[config.mk]
export PLATFORM = sky130hd
export DESIGN_NAME = multi_client_watchdog_table
export DESIGN_NICKNAME = d
export VERILOG_FILES = /design/src/hdl/mcwt_pkg.sv /design/src/hdl/mcwt_slot_mem.sv /design/src/hdl/mcwt_seq.sv /design/src/hdl/multi_client_watchdog_table.sv
export SDC_FILE = /design/constraint.sdc
export NUM_CORES = 1
export LEC_CHECK = 0
export ABC_CLOCK_PERIOD_IN_PS = 8450
export BUFFER_PORTS_ARGS = -buffer_cell sky130_fd_sc_hd__buf_2
export CORE_MARGIN = 2
export CORE_UTILIZATION = 67
export CTS_CLUSTER_DIAMETER = 200
export DETAILED_ROUTE_END_ITERATION = 8
export GPL_ROUTABILITY_DRIVEN = 0
export PLACE_DENSITY = 0.82
export SYNTH_ARGS = -nofsm -noshare
export SYNTH_HDL_FRONTEND = slang
export SYNTH_SLANG_ARGS = --single-unit
[constraint.sdc]
create_clock -name i_clk -period 8.45 [get_ports i_clk]
set_input_delay 0.4225 -clock i_clk [delete_from_list [all_inputs] [get_ports i_clk]]
set_output_delay 0.4225 -clock i_clk [all_outputs]
set_load 0.01 [all_outputs]
[src/hdl/mcwt_pkg.sv]
// package for the multi-client watchdog table
// holds the payload words, opcode, status and config index codes
// no dependencies
package mcwt_pkg;

    // fixed field widths of the payload words
    localparam int OPCODE_W  = 3;
    localparam int CLIENT_W  = 16;
    localparam int STATUS_W  = 2;
    localparam int PERIOD_W  = 16;
    localparam int CFG_IDX_W = 4;
    localparam int CFG_DAT_W = 16;

    // opcodes
    localparam logic [OPCODE_W-1:0] OP_REG   = 3'd0;
    localparam logic [OPCODE_W-1:0] OP_UNREG = 3'd1;
    localparam logic [OPCODE_W-1:0] OP_FEED  = 3'd2;
    localparam logic [OPCODE_W-1:0] OP_CHECK = 3'd3;
    localparam logic [OPCODE_W-1:0] OP_TICK  = 3'd4;

    // status codes
    localparam logic [STATUS_W-1:0] ST_OK        = 2'd0;
    localparam logic [STATUS_W-1:0] ST_NOT_FOUND = 2'd1;
    localparam logic [STATUS_W-1:0] ST_FULL      = 2'd2;
    localparam logic [STATUS_W-1:0] ST_INVALID   = 2'd3;

    // configuration register indexes
    localparam logic [CFG_IDX_W-1:0] CFG_PERIOD = 4'd0;
    localparam logic [CFG_IDX_W-1:0] CFG_ENABLE = 4'd1;

    // reset value of the check period
    localparam logic [PERIOD_W-1:0] PERIOD_RST = 16'd100;

    // input word
    typedef struct packed {
        logic [OPCODE_W-1:0] opcode;
        logic [CLIENT_W-1:0] client_id;
    } t_in_word;

    // result word
    typedef struct packed {
        logic [STATUS_W-1:0] status;
        logic                starve_valid;
        logic [CLIENT_W-1:0] starved_id;
        logic                last;
    } t_out_word;

    // build one result word
    function automatic t_out_word mk_out(input logic [STATUS_W-1:0] status,
                                         input logic                sv,
                                         input logic [CLIENT_W-1:0] id,
                                         input logic                last);
        t_out_word w;
        w.status       = status;
        w.starve_valid = sv;
        w.starved_id   = id;
        w.last         = last;
        return w;
    endfunction

endpackage

[src/hdl/mcwt_slot_mem.sv]
// slot table storage: client id and pending flag per slot
// one synchronous read port, one write port, per-slot valid bits
// depends on mcwt_pkg
module mcwt_slot_mem
    import mcwt_pkg::*;
#(
    parameter int MAX_CLIENTS = 16,
    parameter int ID_BITS     = 16,
    parameter int AW          = (MAX_CLIENTS > 1) ? $clog2(MAX_CLIENTS) : 1
) (
    input  logic               i_clk,
    input  logic               i_rst_n,
    input  logic               i_rd_en,
    input  logic [AW-1:0]      i_rd_addr,
    input  logic               i_wr_en,
    input  logic [AW-1:0]      i_wr_addr,
    input  logic [ID_BITS-1:0] i_wr_id,
    input  logic               i_wr_flag,
    output logic [ID_BITS-1:0] o_rd_id,
    output logic               o_rd_flag
);

    localparam int DW = ID_BITS + 1;

    logic [DW-1:0]          r_mem [MAX_CLIENTS];
    logic [MAX_CLIENTS-1:0] r_vld;
    logic [DW-1:0]          r_rd_word;
    logic                   r_rd_vld;

    // storage array, flag in the top bit
    always_ff @(posedge i_clk) begin
        if (i_wr_en) begin
            r_mem[i_wr_addr] <= {i_wr_flag, i_wr_id};
        end
        if (i_rd_en) begin
            r_rd_word <= r_mem[i_rd_addr];
        end
    end

    // written marks, a slot never written reads as empty with a clear flag
    always_ff @(posedge i_clk) begin
        if (!i_rst_n) begin
            r_vld    <= '0;
            r_rd_vld <= 1'b0;
        end else begin
            if (i_wr_en) begin
                r_vld[i_wr_addr] <= 1'b1;
            end
            if (i_rd_en) begin
                r_rd_vld <= r_vld[i_rd_addr];
            end
        end
    end

    // read data, masked by the written mark
    assign o_rd_id   = r_rd_vld ? r_rd_word[ID_BITS-1:0] : '0;
    assign o_rd_flag = r_rd_vld & r_rd_word[DW-1];

endmodule

[src/hdl/mcwt_seq.sv]
// sequencer of the watchdog table: decodes a word, scans the slot table
// one slot per cycle, writes back and forms the result words
// depends on mcwt_pkg, drives mcwt_slot_mem
module mcwt_seq
    import mcwt_pkg::*;
#(
    parameter int MAX_CLIENTS = 16,
    parameter int ID_BITS     = 16,
    parameter int AW          = (MAX_CLIENTS > 1) ? $clog2(MAX_CLIENTS) : 1
) (
    input  logic                i_clk,
    input  logic                i_rst_n,
    input  logic                i_start,
    input  t_in_word            i_in,
    output logic                o_busy,
    output logic                o_strobe,
    output t_out_word           o_res,
    input  logic [PERIOD_W-1:0] i_period,
    input  logic                i_check_en,
    output logic                o_rd_en,
    output logic [AW-1:0]       o_rd_addr,
    output logic                o_wr_en,
    output logic [AW-1:0]       o_wr_addr,
    output logic [ID_BITS-1:0]  o_wr_id,
    output logic                o_wr_flag,
    input  logic [ID_BITS-1:0]  i_rd_id,
    input  logic                i_rd_flag
);

    localparam int CW = $clog2(MAX_CLIENTS + 1);
    localparam logic [AW-1:0] LAST_ADDR = AW'(MAX_CLIENTS - 1);
    localparam logic [CW-1:0] FULL_CNT  = CW'(MAX_CLIENTS);

    // state codes
    localparam logic [1:0] S_IDLE  = 2'd0;
    localparam logic [1:0] S_SCAN  = 2'd1;
    localparam logic [1:0] S_SWEEP = 2'd2;
    localparam logic [1:0] S_FLUSH = 2'd3;

    logic [1:0]          r_state, n_state;
    logic [OPCODE_W-1:0] r_op, n_op;
    logic [ID_BITS-1:0]  r_id, n_id;
    logic [AW-1:0]       r_addr, n_addr;
    logic [CW-1:0]       r_count, n_count;
    logic [PERIOD_W-1:0] r_tick, n_tick;
    logic                r_hold_vld, n_hold_vld;
    logic [ID_BITS-1:0]  r_hold_id, n_hold_id;
    logic                r_strobe, n_strobe;
    t_out_word           r_out, n_out;

    logic [ID_BITS-1:0]  w_in_id;
    logic [PERIOD_W-1:0] w_period;
    logic [PERIOD_W-1:0] w_tick_inc;
    logic                w_last_addr;
    logic                w_match;

    // id width conversions between the port fields and the table
    function automatic logic [CLIENT_W-1:0] out_id(input logic [ID_BITS-1:0] id);
        logic [31:0] ext;
        ext = 32'(id);
        return ext[CLIENT_W-1:0];
    endfunction

    always_comb begin
        logic [31:0] ext;
        ext     = 32'(i_in.client_id);
        w_in_id = ext[ID_BITS-1:0];
    end

    // period of zero behaves as one
    assign w_period    = (i_period == '0) ? PERIOD_W'(1) : i_period;
    assign w_tick_inc  = r_tick + PERIOD_W'(1);
    assign w_last_addr = (r_addr == LAST_ADDR);
    assign w_match     = (r_op == OP_REG) ? (i_rd_id == '0) : (i_rd_id == r_id);

    // next-state logic
    always_comb begin
        n_state    = r_state;
        n_op       = r_op;
        n_id       = r_id;
        n_addr     = r_addr;
        n_count    = r_count;
        n_tick     = r_tick;
        n_hold_vld = r_hold_vld;
        n_hold_id  = r_hold_id;
        n_strobe   = 1'b0;
        n_out      = r_out;
        o_rd_en    = 1'b0;
        o_rd_addr  = r_addr + AW'(1);
        o_wr_en    = 1'b0;
        o_wr_addr  = r_addr;
        o_wr_id    = i_rd_id;
        o_wr_flag  = i_rd_flag;

        unique case (r_state)
            S_IDLE: begin
                if (i_start) begin
                    n_op = i_in.opcode;
                    n_id = w_in_id;
                    if (i_in.opcode <= OP_CHECK && w_in_id == '0) begin
                        n_strobe = 1'b1;
                        n_out    = mk_out(ST_INVALID, 1'b0, '0, 1'b1);
                    end else begin
                        case (i_in.opcode) inside
                            OP_REG: begin
                                if (r_count >= FULL_CNT) begin
                                    n_strobe = 1'b1;
                                    n_out    = mk_out(ST_FULL, 1'b0, '0, 1'b1);
                                end else begin
                                    o_rd_en   = 1'b1;
                                    o_rd_addr = '0;
                                    n_addr    = '0;
                                    n_state   = S_SCAN;
                                end
                            end
                            OP_UNREG, OP_FEED, OP_CHECK: begin
                                o_rd_en   = 1'b1;
                                o_rd_addr = '0;
                                n_addr    = '0;
                                n_state   = S_SCAN;
                            end
                            OP_TICK: begin
                                if (!i_check_en) begin
                                    n_strobe = 1'b1;
                                    n_out    = mk_out(ST_OK, 1'b0, '0, 1'b1);
                                end else if (w_tick_inc < w_period && w_tick_inc != '0) begin
                                    n_tick   = w_tick_inc;
                                    n_strobe = 1'b1;
                                    n_out    = mk_out(ST_OK, 1'b0, '0, 1'b1);
                                end else begin
                                    n_tick     = '0;
                                    n_hold_vld = 1'b0;
                                    o_rd_en    = 1'b1;
                                    o_rd_addr  = '0;
                                    n_addr     = '0;
                                    n_state    = S_SWEEP;
                                end
                            end
                            default: begin
                                n_strobe = 1'b1;
                                n_out    = mk_out(ST_OK, 1'b0, '0, 1'b1);
                            end
                        endcase
                    end
                end
            end

            // look for the matching slot, or the first empty one
            S_SCAN: begin
                if (!w_last_addr) begin
                    o_rd_en = 1'b1;
                    n_addr  = r_addr + AW'(1);
                end
                if (w_match) begin
                    o_wr_en  = 1'b1;
                    n_strobe = 1'b1;
                    n_state  = S_IDLE;
                    n_out    = mk_out(ST_OK, 1'b0, '0, 1'b1);
                    case (r_op)
                        OP_REG: begin
                            o_wr_id   = r_id;
                            o_wr_flag = 1'b0;
                            n_count   = r_count + CW'(1);
                        end
                        OP_UNREG: begin
                            o_wr_id = '0;
                            if (r_count != '0) begin
                                n_count = r_count - CW'(1);
                            end
                        end
                        OP_FEED: begin
                            o_wr_flag = 1'b0;
                        end
                        default: begin
                            // check one: report if already pending, then set
                            o_wr_flag = 1'b1;
                            if (i_rd_flag) begin
                                n_out = mk_out(ST_OK, 1'b1, out_id(r_id), 1'b1);
                            end
                        end
                    endcase
                end else if (w_last_addr) begin
                    n_strobe = 1'b1;
                    n_state  = S_IDLE;
                    n_out    = mk_out((r_op == OP_REG) ? ST_FULL : ST_NOT_FOUND,
                                      1'b0, '0, 1'b1);
                end
            end

            // whole-table check, one result held back to mark the last one
            S_SWEEP: begin
                o_wr_en   = 1'b1;
                o_wr_flag = 1'b1;
                if (i_rd_id != '0 && i_rd_flag) begin
                    if (r_hold_vld) begin
                        n_strobe = 1'b1;
                        n_out    = mk_out(ST_OK, 1'b1, out_id(r_hold_id), 1'b0);
                    end
                    n_hold_vld = 1'b1;
                    n_hold_id  = i_rd_id;
                end
                if (w_last_addr) begin
                    n_state = S_FLUSH;
                end else begin
                    o_rd_en = 1'b1;
                    n_addr  = r_addr + AW'(1);
                end
            end

            // final word of a sweep
            S_FLUSH: begin
                n_strobe = 1'b1;
                n_state  = S_IDLE;
                if (r_hold_vld) begin
                    n_out = mk_out(ST_OK, 1'b1, out_id(r_hold_id), 1'b1);
                end else begin
                    n_out = mk_out(ST_OK, 1'b0, '0, 1'b1);
                end
            end
        endcase
    end

    // control registers
    always_ff @(posedge i_clk) begin
        if (!i_rst_n) begin
            r_state    <= S_IDLE;
            r_count    <= '0;
            r_tick     <= '0;
            r_hold_vld <= 1'b0;
            r_strobe   <= 1'b0;
        end else begin
            r_state    <= n_state;
            r_count    <= n_count;
            r_tick     <= n_tick;
            r_hold_vld <= n_hold_vld;
            r_strobe   <= n_strobe;
        end
    end

    // payload registers
    always_ff @(posedge i_clk) begin
        r_op      <= n_op;
        r_id      <= n_id;
        r_addr    <= n_addr;
        r_hold_id <= n_hold_id;
        r_out     <= n_out;
    end

    assign o_busy   = (r_state != S_IDLE);
    assign o_strobe = r_strobe;
    assign o_res    = r_out;

`ifndef NO_ASSERTIONS
    // an accepted word is either still in work or answered next cycle
    a_accept_progress: assert property (@(posedge i_clk) disable iff (!i_rst_n)
        (i_start && !o_busy) |=> (o_busy || o_strobe))
        else $error("accepted word neither in work nor answered");

    // the final word of an item leaves the sequencer idle
    a_last_idle: assert property (@(posedge i_clk) disable iff (!i_rst_n)
        (o_strobe && o_res.last) |-> !o_busy)
        else $error("final word while still busy");

    // a word that is not final comes only from a sweep in progress
    a_mid_sweep: assert property (@(posedge i_clk) disable iff (!i_rst_n)
        (o_strobe && !o_res.last) |-> (r_state == S_SWEEP || r_state == S_FLUSH))
        else $error("non-final word outside a sweep");

    // a starve report carries a nonzero id and ok status
    a_starve_id: assert property (@(posedge i_clk) disable iff (!i_rst_n)
        (o_strobe && o_res.starve_valid) |-> (o_res.starved_id != '0 && o_res.status == ST_OK))
        else $error("starve word with empty id or bad status");

    // client count stays within the table
    a_count_range: assert property (@(posedge i_clk) disable iff (!i_rst_n)
        r_count <= FULL_CNT)
        else $error("client count above table size");
`endif

endmodule

[src/hdl/multi_client_watchdog_table.sv]
// top level of the multi-client watchdog table
// holds the configuration registers, instantiates mcwt_seq and mcwt_slot_mem
// depends on mcwt_pkg
//
// usage:
//   input words (opcode, client id) are taken when i_start is high and o_busy
//   is low. results come out on o_res, each valid for one cycle with o_strobe
//   high; the receiver cannot hold them off. the word with o_res.last set ends
//   the item, and o_busy is low in that same cycle, so the next word can be
//   taken then.
//   answers: a zero id with any opcode but tick, a full table, an unused
//   opcode and a tick that does not end a period answer in the cycle after
//   acceptance. register, unregister, feed and check walk the slot memory
//   one slot per cycle from slot 0 and answer once a slot matches or the
//   last slot is read. a tick that ends a period sweeps every slot and gives
//   its last word after the last slot is read. the single read port of the
//   slot memory sets this pace; one item is in work at a time.
//   configuration: i_cfg_we writes register i_cfg_idx (0 check period, 1
//   checking enable) at once; write only while o_busy is low.
//   reset (synchronous, active low) empties the table, clears the client
//   count and tick counter, and sets period 100 with checking suspended.
module multi_client_watchdog_table
    import mcwt_pkg::*;
#(
    parameter int MAX_CLIENTS = 16,
    parameter int ID_BITS     = 16
) (
    input  logic                 i_clk,
    input  logic                 i_rst_n,
    input  logic                 i_start,
    input  t_in_word             i_in,
    output logic                 o_busy,
    output logic                 o_strobe,
    output t_out_word            o_res,
    input  logic                 i_cfg_we,
    input  logic [CFG_IDX_W-1:0] i_cfg_idx,
    input  logic [CFG_DAT_W-1:0] i_cfg_data
);

    localparam int AW = (MAX_CLIENTS > 1) ? $clog2(MAX_CLIENTS) : 1;

    logic [PERIOD_W-1:0] r_period;
    logic                r_check_en;

    logic               w_rd_en;
    logic [AW-1:0]      w_rd_addr;
    logic               w_wr_en;
    logic [AW-1:0]      w_wr_addr;
    logic [ID_BITS-1:0] w_wr_id;
    logic               w_wr_flag;
    logic [ID_BITS-1:0] w_rd_id;
    logic               w_rd_flag;

    // configuration registers
    always_ff @(posedge i_clk) begin
        if (!i_rst_n) begin
            r_period   <= PERIOD_RST;
            r_check_en <= 1'b0;
        end else if (i_cfg_we) begin
            unique case (i_cfg_idx)
                CFG_PERIOD: r_period   <= i_cfg_data[PERIOD_W-1:0];
                CFG_ENABLE: r_check_en <= i_cfg_data[0];
                default: ;
            endcase
        end
    end

    // sequencer
    mcwt_seq #(
        .MAX_CLIENTS (MAX_CLIENTS),
        .ID_BITS     (ID_BITS),
        .AW          (AW)
    ) u_seq (
        .i_clk      (i_clk),
        .i_rst_n    (i_rst_n),
        .i_start    (i_start),
        .i_in       (i_in),
        .o_busy     (o_busy),
        .o_strobe   (o_strobe),
        .o_res      (o_res),
        .i_period   (r_period),
        .i_check_en (r_check_en),
        .o_rd_en    (w_rd_en),
        .o_rd_addr  (w_rd_addr),
        .o_wr_en    (w_wr_en),
        .o_wr_addr  (w_wr_addr),
        .o_wr_id    (w_wr_id),
        .o_wr_flag  (w_wr_flag),
        .i_rd_id    (w_rd_id),
        .i_rd_flag  (w_rd_flag)
    );

    // slot table
    mcwt_slot_mem #(
        .MAX_CLIENTS (MAX_CLIENTS),
        .ID_BITS     (ID_BITS),
        .AW          (AW)
    ) u_mem (
        .i_clk     (i_clk),
        .i_rst_n   (i_rst_n),
        .i_rd_en   (w_rd_en),
        .i_rd_addr (w_rd_addr),
        .i_wr_en   (w_wr_en),
        .i_wr_addr (w_wr_addr),
        .i_wr_id   (w_wr_id),
        .i_wr_flag (w_wr_flag),
        .o_rd_id   (w_rd_id),
        .o_rd_flag (w_rd_flag)
    );

endmodule
Word level (Yosys, flattened, before mapping)
Memory sizes are Yosys's and may differ from the RTL's. A register that Yosys moved wholly into a read port is not among the register bits.
Cells that the tools add are included.
Storage, ports and cells
  register bits: 118
  memory bits (writable): 272
  input port bits: 43
  output and inout port bits: 22
  word-level logic and storage cells: 197
  memories kept: 1
Memory list
  u_mem.r_mem: depth 16, width 17, rd ports 1, clocked after Yosys merged registers in 1, wr ports 1, RTL line mcwt_slot_mem.sv:25  | logic [DW-1:0] r_mem [MAX_CLIENTS];
Operators by class
  add/sub/neg operators: 4
  order comparisons: 6
  eq/ne operators: 32
  muxes and demuxes: 100
  bitwise operators: 5
  reduce and logical (&&, ||, !) cells: 32
Operators by type and width (number)
  $mux 20: 13
  $mux 16: 5
  $pmux 20 s4: 1
  $mux 4: 18
  $logic_not 16->1: 3
  $mux 1: 36
  $mux 18: 2
  $pmux 16 s2: 1
  $reduce_bool 16->1: 2
  $mux 2: 12
  $add 16x1->16 const B: 1
  $eq 16x16->1: 1
  $lt 16x16->1: 1
  $or 16x16->16: 1
  $reduce_and 8->1: 2
  $ne 2x2->1 const B: 7
  $reduce_and 7->1: 2
  $ne 4x3->1 const B: 3
  $lt 4x5->1 const B: 2
  $ne 2x1->1 const B: 5
  $pmux 1 s2: 5
  $pmux 5 s2: 1
  $eq 3x2->1 const B: 3
  $reduce_and 9->1: 1
  34 further kinds: 51

Logic depth before layout (Yosys ltp)
Gate-level depths: netlist of the first run.
  depth after elaboration: 14
  depth in mapped cells: 18
  depth with buffers taken out: 16

By module
From an unflattened synthesis of the first run, not the netlist that was laid out.
Unflattened totals
  cells, all modules: 1058
  area, all modules: 17354.1 um2
Modules (own cells, without submodules)
  mcwt_slot_mem: instances 1, cells an instance 488, area an instance 11647.4 um2, sequential area each 9018.6 um2
  mcwt_seq: instances 1, cells an instance 496, area an instance 4997.3 um2, sequential area each 2272.2 um2
  multi_client_watchdog_table: instances 1, cells an instance 74, area an instance 709.4 um2, sequential area each 340.3 um2

Worst setup path after synthesis of the first run
No wires, ideal clock.
  path type: reg2reg
  from: register u_seq.r_tick[0]
  to: register u_seq.r_out, in the netlist u_seq.o_res[0] (enable)
  setup time: 0.431 ns
  arrival time: 4.598 ns
  data required time: 8.019 ns
  setup slack: 3.421 ns
  cell stages (with the launch flop): 14
  buffers on the path: 0
  period minus slack after synthesis: 5.029 ns
  cell sequence: dfxtp_1 ha_1 nand3_1 nor2_1 and3_1 xor2_1 ha_1 and3_1 a221o_1 a221oi_2 o211a_4 a211oi_2 nand2b_1 a221oi_1
Between the ends
  word-level cells in the longest chain between the ends: 5
  elaborated cells on any way between the ends: 6
  those cells by class: add/sub (1); order compare (1); eq/ne (1); reduce/logical (3)
Ends and longest elaborated chain
  start: declaration: RTL line mcwt_seq.sv:45  | logic [PERIOD_W-1:0] r_tick, n_tick;
  start signal: assignment: RTL line mcwt_seq.sv:234  | r_tick <= n_tick;
  $add 16x1->16 *: RTL line mcwt_seq.sv:72  | assign w_tick_inc = r_tick + PERIOD_W'(1);
  $lt 16x16->1 or $reduce_bool 16->1 (tied branches): RTL line mcwt_seq.sv:126  | end else if (w_tick_inc < w_period && w_tick_inc != '0) begin
  $logic_and 1x1->1 *: RTL line mcwt_seq.sv:126
  $ne 6x4->1 (no source line) *
  $reduce_and 7->1 (no source line) *
  end signal: assignment: RTL line mcwt_seq.sv:246  | r_out <= n_out;
  end: declaration: RTL line mcwt_seq.sv:49  | t_out_word r_out, n_out;
Mark *: on every way between the ends. The rest lies on a longest branch, timed or not.
A chain may end at the register's enable or synchronous reset.

Final worst setup path of the first run
  from: register u_seq.r_tick[0]
  to: register u_mem.r_rd_word[6] (read register of u_mem.r_mem), data pin
Between the ends
  word-level cells in the longest chain between the ends: 11
  elaborated cells on any way between the ends: 20
  those cells by class: add/sub (1); order compare (1); mux (16); reduce/logical (2)
Ends and longest elaborated chain
  $add 16x1->16 *: RTL line mcwt_seq.sv:72
  $lt 16x16->1 or $reduce_bool 16->1 (tied branches): RTL line mcwt_seq.sv:126
  $logic_and 1x1->1 *: RTL line mcwt_seq.sv:126
  $mux 1 or $mux 4 (tied branches): RTL line mcwt_seq.sv:126
  $mux 1 or $mux 4 (tied branches): RTL line mcwt_seq.sv:123  | if (!i_check_en) begin
  $mux 1 or $mux 4 (tied branches) (3 in a row): RTL line mcwt_seq.sv:104  | case (i_in.opcode) inside
  $mux 1 or $mux 4 (tied branches): RTL line mcwt_seq.sv:100  | if (i_in.opcode <= OP_CHECK && w_in_id == '0) begin
  $mux 1 or $mux 4 (tied branches): RTL line mcwt_seq.sv:97  | if (i_start) begin
  $pmux 1 s2 or $mux 4 (tied branches): RTL line mcwt_seq.sv:95  | unique case (r_state)
  end: declaration: RTL line mcwt_slot_mem.sv:27  | logic [DW-1:0] r_rd_word;
Marked as above.

==> results.md, run 1 <==
* Status: finished, final reports clean
* Max Fanout on Critical Path at 21
* Register area at 11,600 um^2
* Max-slew violation count at 0
* Remaining Overflow, GRT at 0
* Post-DRT Antenna Nets at 0
* Bufs on Longest Clock Path at 3
* CTS Buf Count at 40
* Global Route Usage Sum at ~30%
* Fillers at about 1,700
* MaxCap Viol Count at 0
* Worst skew pair latency at about 0.54 ns
* Yosys top cell area share at 57.2%
* Utilization after layout at approximately 75%
* H-tree Lvls at 2
* Clock-pin slew on the worst setup and hold paths at roughly 0.060 ns
* Design area at 20,000 um^2
* Remaining DRCs at 0
* Post-cts repair resize count at 0
* Most common cell in the netlist: edfxtp_1
* Primary FF master, synth: edfxtp_1
* Largest cells by area after synthesis: edfxtp_1 57%, dfxtp_1 6.5%, mux2i_1 3.0%
* Routed len/inst at approximately 24 um
* FP Rows at 60
* Layout cell share with drive strength beyond 1 at 16.0%
* Worst path required time at 8.73 ns
* Mapped cell area at between 15,000 and 20,000 um^2
* Asr flop ratio synth at 0%
* CTS sink count at around 410
* Area Overhead vs Synth at 9.80%
* First-pass GRT wire length at 65,300 um
* CTS tree: yes
* Clk root buf: clkbuf_16
* Capturing element type of the critical path: flop
* Leak at just under 7 nW
* Critical path class: reg -> reg
* Power Density at around 330 nW/um^2
* RSZ-0062 raised after global routing: false
* Clock Skew at between 0.02 and 0.025 ns
* Antenna diodes at 0
* Syn Area/Cell at 13.5 um^2
* Final setup vio count at 0
* VDD IR max at roughly 220 uV
* Vias at 12,026
* Die ar. at 28,600 um^2
* Core area at about 27,000 um^2
* Largest net degree at the start of global routing at 66
* Antenna violations before repair at 0
* Netlist cell types at a little under 80
* Hold WC Path Type: in -> reg
* Vias in the first global route at about 12,000
* Final Cycle Share at between 60 and 70%
* Avg Vias per Cell at ~6.8
* I/O pins at 65
* Yosys warnings at 0
* Worst EP arrival at between 5 and 6 ns
* Fin. Hold Viols at 0
* Drt total wl at between 40,000 and 50,000 um
* # Post-CTS Setup Buffers at 0
* Cells after Synth at approximately 1,400
* Final min period at approximately 5.7 ns
* FF-to-FF path depth at 16
* Multi-input logic area at roughly 6000 um^2
* Fin nets at 1,469
* Fmax at approximately 180 MHz
* Cell accounting for the most synthesized area: edfxtp_1
* Initial drt markers at approximately 1,600
* Least-Margin Pin Slew at approximately 1.2 ns
* Die height at 169 um
* Top cells by count, synth: 348 x edfxtp_1, 96 x nand2_1, 62 x nor2_1
* Critical path startpoint category: flop
* Post-place instance area at between 15,000 and 20,000 um^2
* Hold depth at 1
* First-pass iteration count of the detailed router at 5
* Slew HR at ~18%
* Synth Register Bits at between 400 and 500
* Post-synthesis net count at 1,427
* Final setup TNS at 0 ns
* Seq/Total Area, Yosys at a little under two thirds
* EDFF count, synth at ~350
* Initial Util at around two thirds
* Dpl hpwl at 26,300 um
* # hold bufs at CTS at 0
* Die W at approximately 170 um
* # port buffers at 64
==> registers in the layout (all words and copies together) (netlist names) <==
signal and count:
u_mem.r_rd_vld 1, u_seq.r_state 2, r_period 16, u_mem.r_mem 272, u_seq.r_op 3, u_seq.r_tick 16
u_seq.r_hold_vld 1, u_seq.o_strobe 1, u_seq.o_wr_addr 4, u_seq.r_count 5, u_mem.r_rd_word 17, u_seq.o_res 20
r_check_en 1, u_seq.r_id 16, u_mem.r_vld 16, u_seq.r_hold_id 16
==> power by group <==
group          internal [mW]  leakage (nW)  switching, mW  total [mW]
Sequential              2.50          3.67          0.178        2.67
Clock                  0.909         0.582          0.739        1.65
Combinational          0.803          2.63           1.40        2.21
Total                   4.21          6.88           2.32        6.53
==> worst max-delay path: stages (launching register included) <==
cell	delay (ns)
dfxtp_1	0.47
ha_1	0.31
nand3_1	0.22
nor2_1	0.19
and3_1	0.20
xor2_1	0.21
ha_1	0.28
and3_1	0.17
a221o_1	0.37
a221oi_2	0.42
nand2_1	0.10
o21ai_1	0.40
nand2_1	0.67
nor2_2	0.74
buf_4	0.37
o311a_1	0.25
a22oi_2	0.06
==> stage by stage <==
stage,hold slack (ns),std cells,total power [mW],worst slack [ns]
final,0.0851,1768,6.53,2.75
after global routing,0.0817,1768,6.77,2.41
after CTS,0.0742,1768,6.49,2.94
after detailed placement,0.448,1694,4.85,2.95
after global placement,0.440,1694,4.78,3.27
after floorplan,0.433,1353,4.19,3.42
==> area by class of cell <==
type	instances	share of cell area (%)
Clock buffer	48	5.14
Multi-Input combinational cell	826	30.7
Clock inverter	26	0.924
Sequential cell	407	58.0
Inverter	34	0.637
Timing Repair Buffer	86	2.42
Tap cell	341	2.13
==> worst paths after layout <==
kind                   startpoint            endpoint  slack (ns)
setup / recovery  u_seq.r_tick[0]  u_mem.r_rd_word[6]        2.75
hold / removal            i_in[3]       u_seq.r_id[3]        0.09
setup reg to reg  u_seq.r_tick[0]  u_mem.r_rd_word[6]        2.75
hold reg to reg    u_mem.r_vld[6]      u_mem.r_vld[6]        0.46
==> metal layers <==
layer,vias up,GRT usage (%),part of all wire [%]
li1,5339,-,-
met1,5839,43.2,41
met2,719,45.7,45
met3,129,5.26,10
met4,0,11.4,3.6
met5,-,0,0
==> logic make-up (layout without fill, tap and decap cells) <==
group	count (synthesis)	count (layout)	synth area share (%)
fa+ha+maj	31	31	2.17
buf+inv	120	194	2.78
flops	407	407	63.7
simple gates	352	352	9.97
xor+xnor	30	30	1.44
compound gates	309	309	12.8
mux	104	104	7.09
==> cells in the final DEF, fill, tap and decap left out, types with 18 or more instances in the layout <==
master	n
edfxtp_1	348
nand2_1	96
buf_2	64
nor2_1	61
dfxtp_1	59
mux2i_1	54
o21ai_0	45
clkbuf_16	40
a21oi_1	39
nor3_1	38
inv_1	33
mux2_2	31
ha_1	30
and2_1	25
o21a_1	25
a22oi_1	25
and3_1	24
a21boi_0	22
buf_4	22
nand3_1	21
a211oi_1	18
Power figures use the tool's default switching activity.
==> inputs of run 2 (changes only) <==
--- a/config.mk
+++ b/config.mk
@@ -5,14 +5,15 @@
 export SDC_FILE = /design/constraint.sdc
 export NUM_CORES = 1
 export LEC_CHECK = 0
-export ABC_CLOCK_PERIOD_IN_PS = 8450
+export ABC_AREA = 1
+export ABC_CLOCK_PERIOD_IN_PS = 5020
 export BUFFER_PORTS_ARGS = -buffer_cell sky130_fd_sc_hd__buf_2
 export CORE_MARGIN = 2
-export CORE_UTILIZATION = 67
+export CORE_UTILIZATION = 56
 export CTS_CLUSTER_DIAMETER = 200
 export DETAILED_ROUTE_END_ITERATION = 8
 export GPL_ROUTABILITY_DRIVEN = 0
-export PLACE_DENSITY = 0.82
+export PLACE_DENSITY = 0.73
 export SYNTH_ARGS = -nofsm -noshare
 export SYNTH_HDL_FRONTEND = slang
 export SYNTH_SLANG_ARGS = --single-unit
==> constraint.sdc (replaced) <==
create_clock -name i_clk -period 5.02 [get_ports i_clk]
set_input_delay 0.251 -clock i_clk [delete_from_list [all_inputs] [get_ports i_clk]]
set_output_delay 0.251 -clock i_clk [all_outputs]
set_load 0.01 [all_outputs]
==> results.md, run 2 <==
* Slew HR at 8.16% (was 18.4%)
* Remaining DRCs at 0 (unchanged)
* Dpl hpwl at 25,900 um (was 26,300 um)
* Die ar. at 33,400 um^2 (was 28,600 um^2)
* Multiplexer share of the synthesized area at 0% (was 7.09%)
* Most common cell after layout, fill and taps aside: edfxtp_1 (unchanged)
* Least-Margin Pin Slew at 1.38 ns (was 1.22 ns)
* Top reg by flops: u_mem.r_mem (unchanged)
* Max Fanout on Critical Path at 78 (was 21)
* Vias in the first global route at 11,903 (was 11,561)
* Layout cell share with drive strength beyond 1 at 17.0% (was 16.0%)
* Final Cycle Share at 85.1% (was 67.4%)
* Final setup vio count at 0 (unchanged)
* Routed len/inst at 20.9 um (was 24.0 um)
* Largest register FFs at 272 (unchanged)
* Final setup TNS at 0 ns (unchanged)
* Initial drt markers at 1,429 (was 1,606)
* Largest net degree at the start of global routing at 144 (was 66)
* CP startpoint: u_seq.r_tick[1] (was u_seq.r_tick[0])
* Clk root buf: clkbuf_16 (unchanged)
* Drt total wl at 44,100 um (was 42,400 um)
* Vias at 12,465 (was 12,026)
* RSZ-0062 raised after global routing: false (unchanged)
* XOR/XNOR Fraction of Synth Area at 0.678% (was 1.44%)
* Yosys warnings at 0 (unchanged)
* Fin nets at 1,743 (was 1,469)
* CTS Buf Count at 43 (was 40)
* Most common cell in the netlist: edfxtp_1 (unchanged)
* EDFF count, synth at 348 (unchanged)
* FP Rows at 65 (was 60)
* Top cells by count, synth: 348 x edfxtp_1, 206 x nand2_1, 139 x o211ai_1 (was 348 x edfxtp_1, 96 x nand2_1, 62 x nor2_1)
* Seq/Total Area, Yosys at 64.9% (was 63.7%)
* Asr flop ratio synth at 0% (unchanged)
* Initial Util at 56.8% (was 67.9%)
* Clock-pin slew on the worst setup and hold paths at 0.06 ns (about the same)
* Fin. Hold Viols at 0 (unchanged)
* Core area at 31,600 um^2 (was 26,900 um^2)
* First-pass iteration count of the detailed router at 5 (unchanged)
* Cells after Synth at 1,554 (was 1,353)
* CTS tree: yes (unchanged)
* Antenna diodes at 0 (unchanged)
* Fmax at 234 MHz (was 176 MHz)
* Area Overhead vs Synth at 14.8% (was 9.80%)
* Netlist cell types at 47 (was 78)
* Synth Register Bits at 407 (unchanged)
* Avg Vias per Cell at 5.92 (was 6.80)
* Capturing element type of the critical path: flop (unchanged)
* Die height at 183 um (was 169 um)
* Post-synthesis net count at 1,628 (was 1,427)
* MaxCap Viol Count at 0 (unchanged)
* Worst EP arrival at 4.57 ns (was 5.97 ns)
* I/O pins at 65 (unchanged)
* FF-to-FF Start: u_seq.r_tick[1] (was u_seq.r_tick[0])
* First-pass GRT wire length at 67,400 um (was 65,300 um)
* # Post-CTS Setup Buffers at 0 (unchanged)
* Largest cells by area after synthesis: edfxtp_1 58%, dfxtp_1 6.6%, o211ai_1 5.8% (was edfxtp_1 57%, dfxtp_1 6.5%, mux2i_1 3.0%)
* # port buffers at 64 (unchanged)
* Critical path class: reg -> reg (unchanged)
* Hold WC Path Type: in -> reg (unchanged)
* Status: finished, final reports clean (unchanged)
* VDD IR max at 486 uV (was 217 uV)
* Synth Area in Compound Gates at 10.8% (was 12.8%)
* Post-synthesis simple-gate area fraction at 16.6% (was 9.97%)
* Cell accounting for the most synthesized area: edfxtp_1 (unchanged)
* Primary FF master, synth: edfxtp_1 (unchanged)
* Leak at 7.40 nW (was 6.88 nW)
* Hold_ws at 0.00830 ns (was 0.0851 ns)
* Post-DRT Antenna Nets at 0 (unchanged)
* Max-slew violation count at 0 (unchanged)
* Hold_sp: i_in[18] (was i_in[3])
* Antenna violations before repair at 0 (unchanged)
* Die W at 183 um (was 169 um)
* Critical path startpoint category: flop (unchanged)
* H-tree Lvls at 2 (unchanged)
* Most frequent cells in the layout: 348 x edfxtp_1, 206 x nand2_1, 139 x o211ai_1, 133 x nand3_1, 119 x inv_1 (was 348 x edfxtp_1, 96 x nand2_1, 64 x buf_2, 61 x nor2_1, 59 x dfxtp_1)
* Power Density at 568 nW/um^2 (was 326 nW/um^2)
* Final min period at 4.27 ns (was 5.70 ns)
* Clock Skew at 0.0269 ns (was 0.0204 ns)
* Synth Area in Adders at 2.21% (was 2.17%)
* CTS sink count at 407 (unchanged)
* Mapped cell area at 17,900 um^2 (was 18,300 um^2)
* Largest family of logic cells by synthesized area: simple AND/OR/NAND/NOR gates (was compound AO/OA/AOI/OAI gates)
* Remaining Overflow, GRT at 0 (unchanged)
* Bufs on Longest Clock Path at 3 (unchanged)
* Yosys top cell area share at 58.4% (was 57.2%)
* Worst path required time at 5.32 ns (was 8.73 ns)
* Syn Area/Cell at 11.5 um^2 (was 13.5 um^2)
* Worst skew pair latency at 0.56 ns (was 0.54 ns)
* Global Route Usage Sum at 26.4% (was 29.8%)
## run 2: cells by family after synthesis
family,Yosys count
compound gates,299
flops,407
xor+xnor,13
simple gates,609
buf+inv,195
fa+ha+maj,31
## run 2: layout make-up
cell class	count	area, um^2
clock buffer	50	1120
clock inverter	29	283
fill	2300	11000
inverter	124	467
multi-input combinational	952	5510
sequential	407	11600
tap	402	503
timing repair buffer	141	1040
## run 2: through the flow
step	instance area [um^2]	std cells	power, mW	setup slack (ns)	utilization (%)
2_1_floorplan	17900	1554	7.32	0.871	-
3_3_place_gp	18800	1990	8.41	0.945	59.5
3_5_place_dp	18800	1990	8.49	0.882	59.5
4_1_cts	20600	2105	11.7	0.806	65.1
5_1_grt	20600	2105	12.2	0.522	65.1
6_report	20600	2105	11.7	0.747	65.1
## run 2: timing repair
action | in CTS | in global routing
resized for setup | 0 | 0
hold buffers | 36 | 0
hold endpoints to repair | 34 | 0
## run 2: power breakdown
group | switching (mW) | internal (mW)
clock network | 1.33 | 1.83
logic | 2.71 | 1.30
registers | 0.194 | 4.30
## run 2: final timing paths
kind	cells after the start	slack (ns)	to
worst min-delay path	1	0.008	u_seq.r_op[2]
worst max-delay path	22	0.75	u_mem.r_rd_word[9]
worst max register to register	22	0.75	u_mem.r_rd_word[9]
worst min register to register	1	0.46	u_mem.r_vld[12]
## run 2: metal layers
layer | wire [um] | share of wire, % | track usage [%]
met1 | 18700 | 42 | 37.2
met2 | 20600 | 47 | 42.6
met3 | 3750 | 8.5 | 4.01
met4 | 1100 | 2.5 | 8.19
met5 | 0 | 0 | 0
## run 2: critical path, stage by stage, from the launching register on
cell	delay [ns]
dfxtp_1	0.41
ha_1	0.27
nand2_4	0.11
nor2_4	0.16
nand3_1	0.10
nand2_1	0.09
nand2_2	0.06
ha_1	0.28
nand2_1	0.08
nor2_1	0.05
a211oi_1	0.17
o211ai_1	0.10
nor2_1	0.13
nand2_2	0.10
nand2_4	0.10
nand3_4	0.12
nand2_4	0.11
clkinv_2	0.47
buf_12	0.41
o211ai_1	0.31
nand3_1	0.13
nand3_1	0.11
nand2_1	0.05
==> inputs of run 3 (changes only) <==
==> constraint.sdc (replaced) <==
create_clock -name i_clk -period 5.02 [get_ports i_clk]
set_input_delay 0 -clock i_clk [delete_from_list [all_inputs] [get_ports i_clk]]
set_output_delay 0 -clock i_clk [all_outputs]
set_load 0.01 [all_outputs]
==> results.md, run 3 (same netlist as run 2, synthesis figures left out) <==
* Hold WC Path Type: in -> reg (unchanged)
* Bufs on Longest Clock Path at 3 (unchanged)
* Initial drt markers at 1,340 (was 1,429)
* Least-Margin Pin Slew at 1.42 ns (was 1.38 ns)
* Worst skew pair latency at 0.56 ns (about the same)
* Fillers at 2,280 (was 2,300)
* Remaining Overflow, GRT at 0 (unchanged)
* CP startpoint: u_seq.r_tick[1] (unchanged)
* First-pass iteration count of the detailed router at 5 (unchanged)
* Hold_sp: i_in[17] (was i_in[18])
* Fin. Hold Viols at 0 (unchanged)
* FP Rows at 65 (unchanged)
* Largest register FFs at 272 (unchanged)
* FF-to-FF path depth at 22 (unchanged)
* Drt total wl at 44,500 um (was 44,100 um)
* Die height at 183 um (unchanged)
* # port buffers at 64 (unchanged)
* # Post-CTS Setup Buffers at 0 (unchanged)
* VDD IR max at 483 uV (was 486 uV)
* Most common cell after layout, fill and taps aside: edfxtp_1 (unchanged)
* Status: finished, final reports clean (unchanged)
* Initial Util at 56.8% (unchanged)
* H-tree Lvls at 2 (unchanged)
* Vias in the first global route at 12,043 (was 11,903)
* Final min period at 4.31 ns (was 4.27 ns)
* Avg Vias per Cell at 5.91 (was 5.92)
* CTS tree: yes (unchanged)
* Max-slew violation count at 0 (unchanged)
* Antenna violations before repair at 0 (unchanged)
* Post-DRT Antenna Nets at 0 (unchanged)
* Hold_ws at 0.190 ns (was 0.00830 ns)
* Remaining DRCs at 0 (unchanged)
* Antenna diodes at 0 (unchanged)
* Fmax at 232 MHz (was 234 MHz)
* Met3 WL at 3900 um (was 3750 um)
* Routed len/inst at 21.1 um (was 20.9 um)
* Fin nets at 1,754 (was 1,743)
* Clock Skew at 0.0260 ns (was 0.0269 ns)
* Most frequent cells in the layout: 348 x edfxtp_1, 206 x nand2_1, 139 x o211ai_1, 133 x nand3_1, 119 x inv_1 (unchanged)
* Post-Route M1 WL at 18,800 um (was 18,700 um)
* Register area at 11,600 um^2 (unchanged)
* Post-place setup slack at 0.882 ns (unchanged)
* Reg2Reg Capture Point: u_mem.r_rd_word[9] (unchanged)
* Uppermost layer routed: met4 (unchanged)
* Dpl hpwl at 25,900 um (unchanged)
* Critical path class: reg -> reg (unchanged)
* Leak at 7.44 nW (was 7.40 nW)
* Vias at 12,502 (was 12,465)
* Clk root buf: clkbuf_16 (unchanged)
* Routed wl met2 at 20,700 um (was 20,600 um)
* Clock-pin slew on the worst setup and hold paths at 0.06 ns (about the same)
* MaxCap Viol Count at 0 (unchanged)
* Global Route Usage Sum at 26.6% (was 26.4%)
* FF-to-FF Start: u_seq.r_tick[1] (unchanged)
* Capturing element type of the critical path: flop (unchanged)
* RSZ-0062 raised after global routing: false (unchanged)
* Largest net degree at the start of global routing at 144 (unchanged)
* Worst path required time at 5.32 ns (about the same)
* I/O pins at 65 (unchanged)
* Power Density at 565 nW/um^2 (was 568 nW/um^2)
* CTS Buf Count at 43 (unchanged)
* Final WS setup at 0.712 ns (was 0.747 ns)
* Top reg by flops: u_mem.r_mem (unchanged)
* Hold endpoint: u_seq.r_op[1] (was u_seq.r_op[2])
* Final setup TNS at 0 ns (unchanged)
* Worst R2R Setup Slack at 0.71 ns (was 0.75 ns)
* Core area at 31,600 um^2 (unchanged)
* Final total power at 11.7 mW (about the same)
* Hold depth at 2 (was 1)
* Layout cell share with drive strength beyond 1 at 16.9% (was 17.0%)
* Die ar. at 33,400 um^2 (unchanged)
* Critical path startpoint category: flop (unchanged)
* Worst EP arrival at 4.61 ns (was 4.57 ns)
* Max Fanout on Critical Path at 78 (unchanged)
* Area Overhead vs Synth at 15.4% (was 14.8%)
* Final Cycle Share at 85.8% (was 85.1%)
* Slew HR at 5.51% (was 8.16%)
* Final setup vio count at 0 (unchanged)
* CTS sink count at 407 (unchanged)
* First-pass GRT wire length at 68,100 um (was 67,400 um)
* Die W at 183 um (unchanged)
* Multi-input logic area at 5510 um^2 (unchanged)
run 3: changes by cell type in the layout (fill, tap and decap cells not counted):
cell / before / now
dlygate4sd3_1: 36 / 47
run 3: timing repair:
item / CTS / global route
hold buffers: 47 / 0
resized for setup: 0 / 0
setup endpoints to repair: 0 / 0
endpoints found under the hold margin: 41 / 0
run 3: routing by layer:
metal | global-route usage [%] | up-vias
met5 | 0 | -
li1 | - | 5846
met3 | 4.07 | 97
met2 | 43.1 | 572
met1 | 37.4 | 5987
met4 | 8.58 | 0
run 3: critical path: stages, from the launching register on:
cell and delay, ns:
dfxtp_1 0.41, ha_1 0.27, nand2_4 0.11, nor2_4 0.16, nand3_1 0.09, nand2_1 0.09, nand2_2 0.06, ha_1 0.28
nand2_1 0.08, nor2_1 0.05, a211oi_1 0.17, o211ai_1 0.10, nor2_1 0.13, nand2_2 0.10, nand2_4 0.10, nand3_4 0.12
nand2_4 0.11, clkinv_2 0.47, buf_12 0.41, o211ai_1 0.32, nand3_1 0.13, nand3_1 0.11, nand2_1 0.05
run 3: layout make-up:
| class | count | area share (%) |
|---|---|---|
| Multi-Input combinational cell | 952 | 26.6 |
| Inverter | 124 | 2.26 |
| Clock buffer | 50 | 5.44 |
| Sequential cell | 407 | 56.3 |
| Clock inverter | 29 | 1.37 |
| Tap cell | 402 | 2.43 |
| Timing Repair Buffer | 152 | 5.56 |
run 3: how the worst max path moves through the flow:
stage / end / slack [ns] / depth (start not counted)
after CTS: u_mem.r_rd_word[9] / 0.81 / 22
after detailed placement: u_mem.r_rd_word[9] / 0.88 / 22
after global routing: u_mem.r_rd_word[7] / 0.52 / 22
after global placement: u_mem.r_rd_word[10] / 0.95 / 22
after floorplan: u_seq.o_res[0] / 0.87 / 16
final: u_mem.r_rd_word[9] / 0.71 / 22
run 3: metrics by stage:
stage	cell area (um^2)	util, %	instances
after global routing	20700	65.5	2116
after detailed placement	18800	59.5	1990
final	20700	65.5	2116
after floorplan	17900	-	1554
after global placement	18800	59.5	1990
after CTS	20700	65.5	2116
run 3: power breakdown:
group          internal, mW  leakage [nW]  total, mW  switching (mW)
combinational          1.30          3.03       4.02            2.72
sequential             4.31          3.71       4.50           0.195
clock                  1.83         0.693       3.16            1.33
